<file path="src/smk_pkg.sv">
// shared types, constants and tables of the swerve module kinematics unit
package smk_pkg;

	// angle iteration count, clamped to the supported range
	localparam int ANGLE_ITERATIONS = 16;
	localparam int ITERS = (ANGLE_ITERATIONS < 1) ? 1 :
		((ANGLE_ITERATIONS > 24) ? 24 : ANGLE_ITERATIONS);

	// square root steps: two bits of a 38 bit sum of squares per step
	localparam int SQ_STEPS = 19;
	localparam int WHEEL_STEPS = (ITERS > SQ_STEPS) ? ITERS : SQ_STEPS;
	localparam int WHEEL_LAT = WHEEL_STEPS + 3;

	// quotient bits of the speed scaling divide
	localparam int DIV_STEPS = 16;

	// queue between front and back
	localparam int QUEUE_DEPTH = 4;
	localparam int QPTR_W = $clog2(QUEUE_DEPTH);

	// register map, index = paddr[3:2]
	localparam logic [1:0] REG_WHEEL_BASE = 2'd0;
	localparam logic [1:0] REG_TRACK_WIDTH = 2'd1;
	localparam logic [1:0] REG_MAX_SPEED = 2'd2;
	localparam logic [1:0] REG_DEADBAND = 2'd3;

	localparam logic [12:0] WHEEL_BASE_RST = 13'd614;
	localparam logic [12:0] TRACK_WIDTH_RST = 13'd614;
	localparam logic [14:0] MAX_SPEED_RST = 15'd4096;
	localparam logic [14:0] DEADBAND_RST = 15'd51;

	// arctangent of 2^-i, 2^32 units per turn
	localparam logic [31:0] ATAN_TAB [24] = '{
		32'd536870912, 32'd316933406, 32'd167458907, 32'd85004756,
		32'd42667331, 32'd21354465, 32'd10679838, 32'd5340245,
		32'd2670163, 32'd1335087, 32'd667544, 32'd333772,
		32'd166886, 32'd83443, 32'd41722, 32'd20861,
		32'd10430, 32'd5215, 32'd2608, 32'd1304,
		32'd652, 32'd326, 32'd163, 32'd81
	};

	// inverse cordic gain in Q2.30
	localparam logic signed [32:0] CORDIC_INV_GAIN = 33'sd652032874;

	// chassis command item
	typedef struct packed {
		logic signed [15:0] x_speed;
		logic signed [15:0] y_speed;
		logic signed [15:0] yaw_rate;
		logic [15:0] heading;
		logic field_relative;
	} cmd_t;

	// wheel command item
	typedef struct packed {
		logic stopped;
		logic signed [15:0] fl_angle;
		logic [15:0] fl_speed;
		logic signed [15:0] fr_angle;
		logic [15:0] fr_speed;
		logic signed [15:0] bl_angle;
		logic [15:0] bl_speed;
		logic signed [15:0] br_angle;
		logic [15:0] br_speed;
	} result_t;

	// corner sums handed from front to back
	typedef struct packed {
		logic stopped;
		logic signed [19:0] a;
		logic signed [19:0] b;
		logic signed [19:0] c;
		logic signed [19:0] d;
	} corners_t;

	// per wheel angles and raw speeds, order fl, fr, bl, br
	typedef struct packed {
		logic stopped;
		logic [3:0][15:0] angle;
		logic [3:0][17:0] speed;
	} wheels_t;

endpackage

</file>
<file path="src/smk_queue.sv">
// short item queue between front and back
module smk_queue (
	input logic clk,
	input logic arst_n,
	input logic push,
	input smk_pkg::corners_t push_item,
	output logic pop_valid,
	output smk_pkg::corners_t pop_item,
	output logic full
);

	localparam int D = smk_pkg::QUEUE_DEPTH;
	localparam int PW = smk_pkg::QPTR_W;

	smk_pkg::corners_t mem [0:D-1];
	logic [PW-1:0] wr_q, rd_q;
	logic [PW:0] count_q;
	logic pop;
	logic valid_q;
	smk_pkg::corners_t data_q;

	assign pop = (count_q != '0);
	assign full = (count_q == (PW+1)'(D));

	// storage write
	always_ff @(posedge clk) begin
		if (push) begin
			mem[wr_q] <= push_item;
		end
	end

	// registered read, back side always drains
	always_ff @(posedge clk) begin
		if (pop) begin
			data_q <= mem[rd_q];
		end
	end

	// pointers and fill count
	always_ff @(posedge clk or negedge arst_n) begin
		if (!arst_n) begin
			wr_q <= '0;
			rd_q <= '0;
			count_q <= '0;
			valid_q <= 1'b0;
		end else begin
			valid_q <= pop;
			if (push) begin
				wr_q <= wr_q + 1'b1;
			end
			if (pop) begin
				rd_q <= rd_q + 1'b1;
			end
			case ({push, pop})
				2'b10: count_q <= count_q + 1'b1;
				2'b01: count_q <= count_q - 1'b1;
				default: count_q <= count_q;
			endcase
		end
	end

	assign pop_valid = valid_q;
	assign pop_item = data_q;

endmodule

</file>
<file path="config.mk">
export PLATFORM = sky130hd
export DESIGN_NAME = smk_queue
export DESIGN_NICKNAME = d
export VERILOG_FILES = /design/src/smk_pkg.sv /design/src/smk_queue.sv
export SDC_FILE = /design/constraint.sdc
export NUM_CORES = 1
export LEC_CHECK = 0
export BUFFER_PORTS_ARGS = -buffer_cell sky130_fd_sc_hd__buf_4
export CORE_MARGIN = 1
export CORE_UTILIZATION = 44
export CTS_BUF_LIST = sky130_fd_sc_hd__clkbuf_2
export CTS_CLUSTER_DIAMETER = 50
export CTS_CLUSTER_SIZE = 25
export DETAILED_ROUTE_END_ITERATION = 6
export PLACE_DENSITY = 0.62
export SKIP_CTS_REPAIR_TIMING = 1
export SYNTH_ARGS = -nofsm -noshare
export SYNTH_HDL_FRONTEND = slang
export SYNTH_SLANG_ARGS = --single-unit
</file>
<file path="constraint.sdc">
create_clock -name clk -period 4.2 [get_ports clk]
set_clock_uncertainty 0.2 [all_clocks]
set_input_delay 0 -clock clk [delete_from_list [all_inputs] [get_ports clk]]
set_output_delay 0 -clock clk [all_outputs]
set_load 0.005 [all_outputs]
</file>
==> impl_summary.log <==
[metrics] most frequent cell on the critical path: xor2_1
[metrics] status: complete, no violations
[metrics] total congestion overflow: 0
[metrics] Synth top cells by count: edfxtp_1, mux4_2, buf_2, buf_6, dfrtp_1
[metrics] number of different library cells in the post-synthesis netlist: 18
[metrics] basic-gate share of the synthesized area counting and, or, nand and nor cells: less than 1%
[metrics] routed via count: around 6.7k
[metrics] worst setup path category: reg -> reg
[metrics] cell with the most instances after synthesis: edfxtp_1
[metrics] Syn Nets: around 630
[metrics] Core Area: about 33,000 sq um
[metrics] die height: 184 um
[metrics] post-DR wirelength/cell: roughly 19 um
[metrics] Area growth, synth to finish: 26.8%
[metrics] Max Clock Freq: 377 MHz
[metrics] setup slack after layout: roughly 1.6 ns
[metrics] largest family of logic cells by synthesized area: multiplexers
[metrics] setup violators final: 0
[metrics] final weighted congestion of routability-driven global placement: 0.702
[metrics] setup repair after global routing missed its margin: false
[metrics] aggregate global-route resource usage: around 16%
[metrics] share of async-settable or async-resettable flops after synthesis: a little under 2%
[metrics] cell area after placement: 16,300 sq um
[metrics] final hold violations: 0
[metrics] max-cap violation count: 0
[metrics] antenna violations before repair: 2
[metrics] CP Buf/Inv Count: 1
[metrics] peak fanout along the critical path: 56
[metrics] count of input and output buffers: between 150 and 200
[metrics] xor-xnor portion of the synthesized cell area: less than 1%
[metrics] Reg clk slew, reported paths: approximately 0.34 ns
[metrics] total length of routed wires: approximately 26,000 um
[metrics] pin count of the biggest net entering global routing: between 70 and 80
[metrics] Slowest-stage cell, CP: or3_4
[metrics] Top Ports: ~170
[metrics] Worst VDD drop: 454 uV
[metrics] full die area: approximately 34,000 sq um
[metrics] critical path launch point type: register
[metrics] Post-Syn Instances: roughly 540
[metrics] slew at the pin closest to its max-slew limit: approximately 1.1 ns
[metrics] Post-synth EDFFs: about 400
[metrics] category of the worst setup path capture point: register
[metrics] worst slew slack as a fraction of its limit: about a quarter
[metrics] synth top area cells: edfxtp_1, mux4_2, dfrtp_1
[metrics] worst hold slack: 0.124 ns
[metrics] Filler cells: roughly 2.5k
[metrics] number of standard-cell rows in the floorplan: 66
[metrics] buffer cell driving the clock tree root: clkbuf_2
[metrics] Initial Utilization: 44.7%
[metrics] first-pass GRT wire length: between 30,000 and 40,000 um
[metrics] average footprint of a synthesized cell: 26.9 sq um
[metrics] arrival time at the worst endpoint: between 3 and 4 ns
[metrics] buffer levels on the longest clock path: 3
[metrics] drt initial violations: just under 500
[metrics] ratio of cells with drive above 1 in the final layout: around a third
[metrics] via count of the first global-routing pass: 6,518
[metrics] post-route clock period utilization: 63.1%
[metrics] number of sinks driven by the clock tree: 413
[metrics] CP top delay family: simple AND/OR/NAND/NOR gates
[metrics] cells along the critical path: or3_4, ha_1, inv_1, fa_1, xor2_1, nor2_1, xor2_1
[metrics] setup tns final: 0 ns
[metrics] dpl ws: roughly 1.6 ns
[metrics] path class of the lowest-slack min-delay path: in -> reg
[metrics] number of clock buffers inserted by TritonCTS: 34
[metrics] Max Slew Vio Count: 0
[metrics] compound-cell area share of the yosys netlist: less than 1%
[metrics] cell area power density: between 500 and 600 nW/um^2
[metrics] fraction of post-synthesis cell area in the top cell type by area: between 80% and 90%
[metrics] Via density: between 4 and 5
[metrics] Mapped Area: 14,600 sq um
[metrics] Synth Area in Adders: less than 1%
[metrics] H-tree levels: 2
[metrics] critical path's largest stage delay: roughly 0.73 ns
[metrics] FF+latch count, synth: roughly 410
[metrics] post-layout min period: 2.65 ns
[metrics] cell type contributing the most total cell area after synthesis: edfxtp_1
[metrics] DRC violation count after routing: 0
[metrics] core occupancy in the finished layout: about 57%
[metrics] share of synthesized area spent on multiplexers: between 10% and 20%
[metrics] 1st-pass router iterations: 4
[metrics] register area share after synthesis: approximately 85%
[metrics] cell area after layout: ~18,000 sq um
[metrics] Antenna Violating Nets Remaining: 0
[metrics] insertion delay of the later-clocked pin in the worst-skew pair: around 0.86 ns
[metrics] Yosys Warn Count: 0
[metrics] die span in x: around 180 um
[metrics] HPWL reported at the end of detailed placement: approximately 15,000 um
[metrics] number of nets in the layout: 991
[metrics] clock tree from TritonCTS: yes
[metrics] Main synth FF type: edfxtp_1
[metrics] leakage: around 6.4 nW
[metrics] Critical Path RT: roughly 4.8 ns
## cell families after synthesis
kind of cell / count (synthesis)
flops: 413
mux: 82
buf+inv: 24
simple gates: 9
xor+xnor: 6
fa+ha+maj: 6
compound gates: 1
## cell type report
type                            count  area, sq um  area share, %
Tap cell                          442          553           3.00
Sequential cell                   413        12400           67.1
Inverter                            6         22.5          0.122
Antenna cell                        2         5.00         0.0271
Clock inverter                     24          275           1.49
Multi-Input combinational cell    104         2040           11.0
Timing Repair Buffer              342         3000           16.3
Clock buffer                       37          185           1.00
## where the power goes
| part | total (mW) | switching, mW | internal, mW |
|---|---|---|---|
| logic | 2.73 | 1.17 | 1.55 |
| registers | 6.44 | 0.572 | 5.87 |
| clock network | 1.85 | 1.33 | 0.520 |
## routing by layer
layer / share of wire [%] / vias to the layer above / routed length (um) / global-route usage [%]
li1: - / 3036 / - / -
met1: 42 / 3459 / 11100 / 21.1
met2: 51 / 187 / 13600 / 26.1
met3: 5.0 / 28 / 1330 / 3.29
met4: 1.5 / 0 / 390 / 4.03
met5: 0 / - / 0 / 0
## cell usage in the layout, fill, tap and decap left out, types with 3 or more instances in the layout
| cell type | netlist | layout |
|---|---|---|
| and2_4 | 0 | 4 |
| clkinv_2 | 0 | 3 |
| xor2_1 | 4 | 4 |
| dfrtp_1 | 8 | 6 |
| bufinv_16 | 0 | 3 |
| mux4_2 | 81 | 81 |
| inv_1 | 6 | 6 |
| ha_1 | 5 | 5 |
| clkbuf_2 | 0 | 37 |
| edfxtp_1 | 405 | 405 |
| inv_6 | 0 | 7 |
| dlygate4sd3_1 | 0 | 167 |
| buf_4 | 1 | 174 |
| clkinv_4 | 0 | 3 |
## worst paths after layout
check                           start         end  slack, ns  depth (start not counted)
max in group asynchronous      arst_n     rd_q[1]       3.04                          4
hold / removal                   push  mem[2][59]       0.12                          3
min in group asynchronous      arst_n  count_q[2]       0.43                          4
setup reg to reg           count_q[2]  count_q[2]       1.55                          7
hold reg to reg            count_q[0]  count_q[0]       0.33                          1
setup / recovery           count_q[2]  count_q[2]       1.55                          7
## state kept, by name, summed over array words and instances (netlist names)
| name | flops |
|---|---|
| count_q | 3 |
| mem | 324 |
| pop_item | 81 |
| pop_valid | 1 |
| rd_q | 2 |
| wr_q | 2 |
## worst reg2reg max path: stages (launching register included)
cell and delay (ns):
dfrtp_1 0.46, or3_4 0.73, ha_1 0.33, inv_1 0.06, fa_1 0.39, xor2_1 0.15
nor2_1 0.12, xor2_1 0.16
## through the flow
| stage | instances | total power [mW] |
|---|---|---|
| floorplan | 541 | 7.96 |
| global placement | 1140 | 9.17 |
| detailed placement | 1140 | 9.27 |
| CTS | 1201 | 11.1 |
| global route | 1370 | 11.6 |
| finish | 1370 | 11.0 |
No activity file was read; power rests on OpenSTA's default activity.
